===== src/rtl/core/dstt_pkg.sv =====
// Shared types and constants for the distance smoother to tone block.
// Holds field widths, register reset values, register indexes and the
// command and status structs between controller and datapath. No dependencies.
package dstt_pkg;

  localparam int WINDOW_DEF = 5;

  localparam int SMP_W  = 12;
  localparam int TONE_W = 16;
  localparam int DB_W   = 8;
  localparam int CFG_W  = 16;
  localparam int IDX_W  = 3;

  // Signed product of distance offset (13 bits) and tone span (17 bits).
  localparam int PROD_W = 30;
  // Magnitude of that product is at most 4095 * 65535 < 2**28.
  localparam int DIVD_W = 28;

  localparam logic [SMP_W-1:0]  DIST_LOW_RST  = 12'd0;
  localparam logic [SMP_W-1:0]  DIST_HIGH_RST = 12'd1000;
  localparam logic [TONE_W-1:0] TONE_LOW_RST  = 16'd100;
  localparam logic [TONE_W-1:0] TONE_HIGH_RST = 16'd800;
  localparam logic [DB_W-1:0]   DEADBAND_RST  = 8'd15;

  typedef enum logic [IDX_W-1:0] {
    REG_DIST_LOW  = 3'd0,
    REG_DIST_HIGH = 3'd1,
    REG_TONE_LOW  = 3'd2,
    REG_TONE_HIGH = 3'd3,
    REG_DEADBAND  = 3'd4
  } cfg_reg_t;

  typedef struct packed {
    logic load;
    logic avg_mul;
    logic avg_q;
    logic avg_fix;
    logic hold;
    logic map_mul;
    logic div_init;
    logic div_step;
    logic out_load;
  } dp_cmd_t;

  typedef struct packed {
    logic div_last;
    logic out_busy;
  } dp_stat_t;

endpackage


===== src/rtl/core/dstt_ctrl.sv =====
// Sequencing state machine for the distance smoother to tone block.
// Issues one command step per cycle unless output busy; uses dstt_pkg types.
module dstt_ctrl (
  input  logic               clk,
  input  logic               rst,
  input  logic               in_valid,
  output logic               in_stall,
  input  dstt_pkg::dp_stat_t stat,
  output dstt_pkg::dp_cmd_t  cmd
);

  typedef enum logic [8:0] {
    S_IDLE     = 9'b000000001,
    S_AVG_MUL  = 9'b000000010,
    S_AVG_Q    = 9'b000000100,
    S_AVG_FIX  = 9'b000001000,
    S_HOLD     = 9'b000010000,
    S_MAP_MUL  = 9'b000100000,
    S_DIV_INIT = 9'b001000000,
    S_DIV      = 9'b010000000,
    S_FIN      = 9'b100000000
  } state_t;

  state_t state, state_next;

  always_ff @(posedge clk) begin
    if (rst) begin
      state <= S_IDLE;
    end else begin
      state <= state_next;
    end
  end

  assign in_stall = (state != S_IDLE);

  always_comb begin
    cmd        = '0;
    state_next = state;
    unique case (state)
      S_IDLE: begin
        if (in_valid) begin
          cmd.load   = 1'b1;
          state_next = S_AVG_MUL;
        end
      end
      S_AVG_MUL: begin
        cmd.avg_mul = 1'b1;
        state_next  = S_AVG_Q;
      end
      S_AVG_Q: begin
        cmd.avg_q  = 1'b1;
        state_next = S_AVG_FIX;
      end
      S_AVG_FIX: begin
        cmd.avg_fix = 1'b1;
        state_next  = S_HOLD;
      end
      S_HOLD: begin
        cmd.hold   = 1'b1;
        state_next = S_MAP_MUL;
      end
      S_MAP_MUL: begin
        cmd.map_mul = 1'b1;
        state_next  = S_DIV_INIT;
      end
      S_DIV_INIT: begin
        cmd.div_init = 1'b1;
        state_next   = S_DIV;
      end
      S_DIV: begin
        cmd.div_step = 1'b1;
        if (stat.div_last) begin
          state_next = S_FIN;
        end
      end
      S_FIN: begin
        // hold here while the previous result still waits downstream
        if (!stat.out_busy) begin
          cmd.out_load = 1'b1;
          state_next   = S_IDLE;
        end
      end
      default: begin
        state_next = S_IDLE;
      end
    endcase
  end

endmodule


===== src/rtl/core/dstt_dp.sv =====
// Datapath of the distance smoother to tone block: sample ring, running sum,
// reciprocal average, deadband hold, map multiply, shift-subtract divider,
// output register. Uses dstt_pkg.
module dstt_dp #(
  parameter int WINDOW = dstt_pkg::WINDOW_DEF
) (
  input  logic                           clk,
  input  logic                           rst,
  input  logic                           cfg_we,
  input  logic [dstt_pkg::IDX_W-1:0]     cfg_index,
  input  logic [dstt_pkg::CFG_W-1:0]     cfg_data,
  input  logic [dstt_pkg::SMP_W-1:0]     distance_sample,
  input  dstt_pkg::dp_cmd_t              cmd,
  output dstt_pkg::dp_stat_t             stat,
  output logic                           out_valid,
  input  logic                           out_stall,
  output logic [dstt_pkg::TONE_W-1:0]    tone_freq,
  output logic [dstt_pkg::SMP_W-1:0]     average_distance,
  output logic [dstt_pkg::SMP_W-1:0]     held_distance
);

  localparam int SMP_W  = dstt_pkg::SMP_W;
  localparam int TONE_W = dstt_pkg::TONE_W;
  localparam int DB_W   = dstt_pkg::DB_W;
  localparam int PROD_W = dstt_pkg::PROD_W;
  localparam int DIVD_W = dstt_pkg::DIVD_W;
  localparam int SLOT_W = $clog2(WINDOW);
  localparam int SUM_W  = SMP_W + $clog2(WINDOW);
  localparam int CNT_W  = $clog2(DIVD_W + 1);
  // floor(2**SUM_W / WINDOW): estimate is low by at most one
  localparam logic [SUM_W-1:0] RECIP = SUM_W'((1 << SUM_W) / WINDOW);

  // configuration
  logic [SMP_W-1:0]  dist_low, dist_high;
  logic [TONE_W-1:0] tone_low, tone_high;
  logic [DB_W-1:0]   deadband;

  always_ff @(posedge clk) begin
    if (rst) begin
      dist_low  <= dstt_pkg::DIST_LOW_RST;
      dist_high <= dstt_pkg::DIST_HIGH_RST;
      tone_low  <= dstt_pkg::TONE_LOW_RST;
      tone_high <= dstt_pkg::TONE_HIGH_RST;
      deadband  <= dstt_pkg::DEADBAND_RST;
    end else if (cfg_we) begin
      unique case (cfg_index)
        dstt_pkg::REG_DIST_LOW:  dist_low  <= cfg_data[SMP_W-1:0];
        dstt_pkg::REG_DIST_HIGH: dist_high <= cfg_data[SMP_W-1:0];
        dstt_pkg::REG_TONE_LOW:  tone_low  <= cfg_data[TONE_W-1:0];
        dstt_pkg::REG_TONE_HIGH: tone_high <= cfg_data[TONE_W-1:0];
        dstt_pkg::REG_DEADBAND:  deadband  <= cfg_data[DB_W-1:0];
        default: ;
      endcase
    end
  end

  // sample ring and running sum
  logic [SMP_W-1:0]  ring [WINDOW];
  logic [SLOT_W-1:0] slot;
  logic [SUM_W-1:0]  sum;

  always_ff @(posedge clk) begin
    if (rst) begin
      for (int i = 0; i < WINDOW; i++) begin
        ring[i] <= '0;
      end
      slot <= '0;
      sum  <= '0;
    end else if (cmd.load) begin
      ring[slot] <= distance_sample;
      sum  <= sum - SUM_W'(ring[slot]) + SUM_W'(distance_sample);
      slot <= (slot == SLOT_W'(WINDOW - 1)) ? '0 : slot + SLOT_W'(1);
    end
  end

  // average by reciprocal multiply and one correction
  logic [2*SUM_W-1:0] avg_prod;
  logic [SMP_W-1:0]   q_est;
  logic [SMP_W-1:0]   avg;
  logic [SUM_W-1:0]   q_times_w;
  logic [SUM_W-1:0]   avg_rem;

  assign q_times_w = {{(SUM_W-SMP_W){1'b0}}, q_est} * SUM_W'(WINDOW);
  assign avg_rem   = sum - q_times_w;

  always_ff @(posedge clk) begin
    if (cmd.avg_mul) begin
      avg_prod <= (2*SUM_W)'(sum) * (2*SUM_W)'(RECIP);
    end
    if (cmd.avg_q) begin
      q_est <= avg_prod[SUM_W +: SMP_W];
    end
    if (cmd.avg_fix) begin
      avg <= (avg_rem >= SUM_W'(WINDOW)) ? q_est + SMP_W'(1) : q_est;
    end
  end

  // deadband hold
  logic [SMP_W-1:0] held;
  logic [SMP_W-1:0] diff;

  assign diff = (avg > held) ? avg - held : held - avg;

  always_ff @(posedge clk) begin
    if (rst) begin
      held <= '0;
    end else if (cmd.hold && (diff > SMP_W'(deadband))) begin
      held <= avg;
    end
  end

  // linear map: (held - dist_low) * tone span / distance span
  logic signed [SMP_W:0]    offset;
  logic signed [TONE_W:0]   span_out;
  logic signed [SMP_W:0]    span_in;
  logic signed [PROD_W-1:0] map_prod;
  logic [PROD_W-1:0]        prod_mag;
  logic [SMP_W:0]           span_mag;

  assign offset   = $signed({1'b0, held}) - $signed({1'b0, dist_low});
  assign span_out = $signed({1'b0, tone_high}) - $signed({1'b0, tone_low});
  assign span_in  = $signed({1'b0, dist_high}) - $signed({1'b0, dist_low});
  assign prod_mag = map_prod[PROD_W-1] ? PROD_W'(-map_prod) : PROD_W'(map_prod);
  assign span_mag = span_in[SMP_W] ? (SMP_W+1)'(-span_in) : (SMP_W+1)'(span_in);

  always_ff @(posedge clk) begin
    if (cmd.map_mul) begin
      map_prod <= PROD_W'(offset) * PROD_W'(span_out);
    end
  end

  // restoring divider, one quotient bit per cycle
  logic [DIVD_W-1:0] quo;
  logic [SMP_W-1:0]  rem;
  logic [SMP_W-1:0]  dvs;
  logic              neg;
  logic [CNT_W-1:0]  cnt;
  logic [SMP_W:0]    trial;
  logic              fits;

  assign trial = {rem, quo[DIVD_W-1]};
  assign fits  = (trial >= {1'b0, dvs});

  always_ff @(posedge clk) begin
    if (rst) begin
      cnt <= '0;
    end else if (cmd.div_init) begin
      cnt <= CNT_W'(DIVD_W);
    end else if (cmd.div_step) begin
      cnt <= cnt - CNT_W'(1);
    end
  end

  always_ff @(posedge clk) begin
    if (cmd.div_init) begin
      neg <= map_prod[PROD_W-1] ^ span_in[SMP_W];
      quo <= prod_mag[DIVD_W-1:0];
      rem <= '0;
      dvs <= span_mag[SMP_W-1:0];
    end else if (cmd.div_step) begin
      rem <= fits ? SMP_W'(trial - {1'b0, dvs}) : trial[SMP_W-1:0];
      quo <= {quo[DIVD_W-2:0], fits};
    end
  end

  assign stat.div_last = (cnt == CNT_W'(1));
  assign stat.out_busy = out_valid && out_stall;

  // offset tone and saturate
  logic signed [PROD_W-1:0] q_signed;
  logic signed [PROD_W-1:0] tone_sum;
  logic [TONE_W-1:0]        tone_sat;

  assign q_signed = $signed({{(PROD_W-DIVD_W){1'b0}}, quo});
  assign tone_sum = (neg ? -q_signed : q_signed)
                  + $signed({{(PROD_W-TONE_W){1'b0}}, tone_low});

  always_comb begin
    priority if (span_in == '0) begin
      tone_sat = tone_low;
    end else if (tone_sum[PROD_W-1]) begin
      tone_sat = '0;
    end else if (|tone_sum[PROD_W-2:TONE_W]) begin
      tone_sat = '1;
    end else begin
      tone_sat = tone_sum[TONE_W-1:0];
    end
  end

  // output register
  always_ff @(posedge clk) begin
    if (rst) begin
      out_valid <= 1'b0;
    end else if (cmd.out_load) begin
      out_valid <= 1'b1;
    end else if (!out_stall) begin
      out_valid <= 1'b0;
    end
  end

  always_ff @(posedge clk) begin
    if (cmd.out_load) begin
      tone_freq        <= tone_sat;
      average_distance <= avg;
      held_distance    <= held;
    end
  end

endmodule


===== src/rtl/core/distance_smoother_to_tone_top.sv =====
// Top level of the distance smoother to tone block.
// Joins the controller dstt_ctrl and the datapath dstt_dp; uses dstt_pkg.
//
// Each accepted distance sample enters a ring of WINDOW samples (cleared at
// reset, so early averages include zeros); the block returns the truncated
// mean of the ring, a held distance that follows the mean only when it moves
// by more than the deadband, and a tone frequency mapped linearly from the
// distance range onto the tone range, truncated toward zero and saturated to
// 0..65535 (tone_low when both distance ends are equal). One sample is in
// work at a time: the next sample is taken only after the result of the
// last one is loaded into the output register. The work of one sample is
// the 28-step shift-subtract divider of the map plus eight sequencing
// steps (ring update, reciprocal average in three steps, hold, map
// multiply, divider load, output load). A finished result waits in an
// output register, so the next sample is accepted while the previous
// result is still stalled; the block then holds in its final step until
// that register frees. Write configuration only while the block is idle.
module distance_smoother_to_tone_top #(
  parameter int WINDOW = dstt_pkg::WINDOW_DEF
) (
  input  logic                        clk,
  input  logic                        rst,
  // configuration write port
  input  logic                        cfg_we,
  input  logic [dstt_pkg::IDX_W-1:0]  cfg_index,
  input  logic [dstt_pkg::CFG_W-1:0]  cfg_data,
  // input channel
  input  logic                        in_valid,
  output logic                        in_stall,
  input  logic [dstt_pkg::SMP_W-1:0]  distance_sample,
  // output channel
  output logic                        out_valid,
  input  logic                        out_stall,
  output logic [dstt_pkg::TONE_W-1:0] tone_freq,
  output logic [dstt_pkg::SMP_W-1:0]  average_distance,
  output logic [dstt_pkg::SMP_W-1:0]  held_distance
);

  dstt_pkg::dp_cmd_t  cmd;
  dstt_pkg::dp_stat_t stat;

  // sequence the steps of one transaction
  dstt_ctrl u_ctrl (
    .clk      (clk),
    .rst      (rst),
    .in_valid (in_valid),
    .in_stall (in_stall),
    .stat     (stat),
    .cmd      (cmd)
  );

  // hold the ring, arithmetic and output register
  dstt_dp #(
    .WINDOW (WINDOW)
  ) u_dp (
    .clk              (clk),
    .rst              (rst),
    .cfg_we           (cfg_we),
    .cfg_index        (cfg_index),
    .cfg_data         (cfg_data),
    .distance_sample  (distance_sample),
    .cmd              (cmd),
    .stat             (stat),
    .out_valid        (out_valid),
    .out_stall        (out_stall),
    .tone_freq        (tone_freq),
    .average_distance (average_distance),
    .held_distance    (held_distance)
  );

`ifndef SYNTHESIS
  // the ring updates exactly on an input transaction
  a_load_on_accept: assert property (@(posedge clk) disable iff (rst)
    (in_valid && !in_stall) == cmd.load)
    else $error("ring update does not match input transaction");

  // one sample in work at a time: busy right after a transaction
  a_busy_after_accept: assert property (@(posedge clk) disable iff (rst)
    (in_valid && !in_stall) |=> in_stall)
    else $error("input taken again while a sample is in work");

  // never overwrite a result that is still stalled downstream
  a_no_overwrite: assert property (@(posedge clk) disable iff (rst)
    cmd.out_load |-> !(out_valid && out_stall))
    else $error("pending result overwritten");
`endif

endmodule

===== config.mk =====
export PLATFORM = sky130hd
export DESIGN_NAME = distance_smoother_to_tone_top
export DESIGN_NICKNAME = d
export VERILOG_FILES = /design/src/rtl/core/dstt_pkg.sv /design/src/rtl/core/dstt_ctrl.sv /design/src/rtl/core/dstt_dp.sv /design/src/rtl/core/distance_smoother_to_tone_top.sv
export SDC_FILE = /design/constraint.sdc
export NUM_CORES = 2
export LEC_CHECK = 0
export BUFFER_PORTS_ARGS = -buffer_cell sky130_fd_sc_hd__buf_2
export CAP_MARGIN = 25
export CORE_UTILIZATION = 66
export CTS_BUF_LIST = sky130_fd_sc_hd__clkbuf_2
export DETAILED_ROUTE_END_ITERATION = 10
export GPL_TIMING_DRIVEN = 0
export PLACE_DENSITY = 0.86
export SLEW_MARGIN = 20
export SYNTH_ARGS = -nofsm -noshare
export SYNTH_HDL_FRONTEND = slang
export SYNTH_SLANG_ARGS = --single-unit

===== constraint.sdc =====
create_clock -name clk -period 11 [get_ports clk]
set_input_delay 1.1 -clock clk [delete_from_list [all_inputs] [get_ports clk]]
set_output_delay 1.1 -clock clk [all_outputs]
set_load 0.03 [all_outputs]

==> impl_metrics.csv <==
group,metric,value,unit
synth,synthMuxAreaShare,0.03454,
timing,hold-worst-slack,0.2385,ns
drt,ant_nets,0,
synth,ys_seq_elements,366,
synth,synth_top_family_by_area,"adder cells",
floorplanning,die_h,227.1,µm
min_path,hp-class,"primary input to flip-flop",
drt,dr.pass1.iters,8,
worst_setup_path,startpoint_type,"flip-flop",
floorplanning,die_w,227.1,µm
worst_setup_path,path_class,"flip-flop to flip-flop",
synth,synthesis.nets,4094,
floorplanning,start_util,0.6678,
drt,wl_per_cell,19.40,µm
synth,seq_area_frac_synth,0.2916,
placed_design,io_buffers,77,
synth,yosysWarnings,0,
drt,via_count,26670,
synth,async_reset_ff_frac,0,
clock_tree,htree_levels,3,
timing,worst_pin_slew,1.125,ns
clock_tree,cts_root_buffer,"clkbuf_2",
worst_setup_path,cp_common_cell,"fa_1",
layout,drive_gt1_frac,0.09008,
synth,synth_cells,3455,
power,pwr-share-clk,0.140,
clock_tree,cts_made_buffers,90,
clock_tree,insertion_delay,1.12,ns
layout,final_core_util,0.7144,
global_routing,grt-ovfl-total,0,
global_routing,grt_max_degree,30,
global_routing,antenna_found_initial,14,
power,pwr-share-comb,0.625,
placed_design,dp_hpwl,66.09,mm
synth,synth_edf_count,242,
power,switchingPower,3452,µW
placed_design,preCtsSetupSlack,0.1016,ns
synth,synth_compound_area_frac,0.1132,
timing,skew,0.08982,ns
clock_tree,cts.sinks,366,
global_routing,grt_pass1_vias,26160,
clock_tree,clk_pin_slew,0.11,ns
timing,fmax,0.09489,GHz
synth,synth_xor_area_frac,0.05179,
global_routing,track_usage,0.3390,
job,drv_cap,0,
run_status,status,"finished, final reports clean",
worst_setup_path,cp-end-kind,"flip-flop",
worst_setup_path,worstPathMaxFanout,10,
clock_tree,cts.path.max_buffers,3,
timing,setup_viol,0,
timing,setup_ws,0.4614,ns
floorplanning,rows,82,
power,powerDensity,207.7,nW/µm²
power,p_leak,0.01581,µW
worst_setup_path,cp.required,11.76,ns
timing,final_max_slew_viol_count,0,
floorplanning,die_area,51560,µm²
power,vdd_drop_max,0.2416,mV
drt,routed_via_density,6.080,
synth,yosys.area_share.adder,0.2903,
global_routing,grt_first_pass_wirelength,135.5,mm
synth,syn-cell-area,33430,µm²
drt,drc,0,
synth,synth.distinct_cells,81,
worst_setup_path,cp_top_family,"compound AO/OA/AOI/OAI gates",
worst_setup_path,path_buf_inv,3,
timing,maxSlewHeadroom,0.2443,
clock_tree,holdBufCountCts,0,
worst_setup_path,cp_slowest_stage_delay,0.76,ns
synth,synth_ff_type,"edfxtp_1",
synth,synth-simple-area-share,0.1505,
timing,post-route-min-period,10.54,ns
worst_setup_path,arrival,11.30,ns
layout,finalNetCount,4274,
floorplanning,io_pins,78,
placed_design,place_congestion,0.9869,
timing,tns,0,ns
timing,period_share,0.9581,
worst_setup_path,crit_slowest_cell,"a21boi_0",
synth,avgSynthCellArea,9.677,µm²
clock_tree,cts_tree,"done",
power,seqPwrFrac,0.235,
timing,final_hold_viol_count,0,
drt,drt_iter0_drc,2526,
power,p_int,3976,µW
drt,postRouteWirelength,85.09,mm
power,power,7428,µW
layout,area_growth,6.987,%
floorplanning,core,50070,µm²
timing,rsz0062_at_grt,"no",
power,swShare,0.4647,
## stage by stage
| step | instances | area, µm² |
|---|---|---|
| final | 4387 | 35770 |
| after global routing | 4387 | 35770 |
| after CTS | 4375 | 35700 |
| after detailed placement | 4210 | 34770 |
| after global placement | 4204 | 34660 |
| after floorplan | 3455 | 33430 |
## synthesized netlist by cell type (64+ instances only)
cell type	count	area, µm²
a21oi_1	173	865.8
clkbuf_1	107	401.6
dfxtp_1	124	2482
edfxtp_1	242	7267
fa_1	288	5766
ha_1	315	3941
inv_1	490	1839
nand2_1	338	1269
nand2b_1	64	400.4
nand3_1	70	350.3
nor2_1	186	698.2
nor3_1	102	510.5
o21ai_0	123	615.6
xnor2_1	124	1086
xor2_1	71	621.9
## final timing paths
path                               startpoint                           to  slack (ns)  depth (start not counted)
setup / recovery    u_dp.held[0]$_SDFFE_PP0P_  u_dp.map_prod[29]$_DFFE_PP_        0.46                         28
hold reg to reg   u_dp.avg_prod[25]$_DFFE_PP_     u_dp.q_est[10]$_DFFE_PP_        0.40                          0
setup reg to reg    u_dp.held[0]$_SDFFE_PP0P_  u_dp.map_prod[29]$_DFFE_PP_        0.46                         28
hold / removal             distance_sample[2]    u_dp.ring[6][2]$_DFFE_PP_        0.24                          1
## layout make-up
| class | instances | area, µm² |
|---|---|---|
| Multi-Input combinational cell | 2485 | 21460 |
| Fill cell | 3651 | 14300 |
| Sequential cell | 366 | 9749 |
| Inverter | 490 | 1839 |
| Tap cell | 672 | 840.8 |
| Clock buffer | 131 | 655.6 |
| Timing Repair Buffer | 88 | 498.0 |
| Buffer | 114 | 436.7 |
| Clock inverter | 34 | 272.8 |
| Antenna cell | 7 | 17.52 |
## cells by family (layout without fill, tap and decap cells)
family,count (synthesis),in the layout
other,0,7
AOI/OAI and AO/OA,583,583
muxes,83,83
adders and majority gates,603,603
DFF,366,366
buffers and inverters,604,857
and+or+nand+nor,1020,1020
xor gates and xnor gates,196,196
## timing repair
item                                    4_1_cts  5_1_grt
resized for setup                             1        2
pin swaps                                     0        0
cloned                                        0        0
setup buffers                                 0        0
endpoints found under the setup margin        1        1
## registers in the layout, summed over array words and instances (netlist names), named ones only
name	count
u_ctrl.state	9
u_dp.average_distance	12
u_dp.avg	12
u_dp.avg_prod	12
u_dp.cnt	5
u_dp.deadband	8
u_dp.dist_high	12
u_dp.dist_low	12
u_dp.dvs	12
u_dp.held	12
u_dp.held_distance	12
u_dp.map_prod	29
u_dp.neg	1
u_dp.out_valid	1
u_dp.q_est	12
u_dp.quo	28
u_dp.rem	12
u_dp.ring	96
u_dp.slot	3
u_dp.sum	15
u_dp.tone_freq	16
u_dp.tone_high	16
u_dp.tone_low	16
## layer usage
metal  track usage  routed length (µm)  up-vias
met4        0.1379                3392        6
li1              -                   -    12300
met2        0.5286               38380     1372
met3       0.07163                8683      252
met1        0.4632               34590    12750
met5             0                  44        -
## layout by cell type (no fill, tap or decap), drive strengths merged, types with 23 or more instances in the layout
| master | netlist | final |
|---|---|---|
| a21o | 37 | 37 |
| a21oi | 173 | 173 |
| a31oi | 30 | 30 |
| and2 | 51 | 51 |
| and3 | 23 | 23 |
| buf | 7 | 91 |
| clkbuf | 107 | 242 |
| clkinv | 0 | 25 |
| dfxtp | 124 | 124 |
| edfxtp | 242 | 242 |
| fa | 288 | 288 |
| ha | 315 | 315 |
| inv | 490 | 495 |
| mux2i | 40 | 40 |
| mux4 | 24 | 24 |
| nand2 | 338 | 338 |
| nand2b | 64 | 64 |
| nand3 | 70 | 70 |
| nor2 | 186 | 186 |
| nor2b | 36 | 36 |
| nor3 | 103 | 103 |
| o21ai | 123 | 123 |
| o31ai | 33 | 33 |
| or3 | 29 | 29 |
| xnor2 | 124 | 124 |
| xor2 | 71 | 71 |
## power groups by stage
stage	registers [µW]	logic (µW)	clock network [µW]
floorplan	1720	3360	0
global placement	1770	4290	0
detailed placement	1770	4490	0
CTS	1740	4560	1050
global route	1750	5230	1110
finish	1740	4650	1040
No activity file was read; power rests on OpenSTA's default activity.
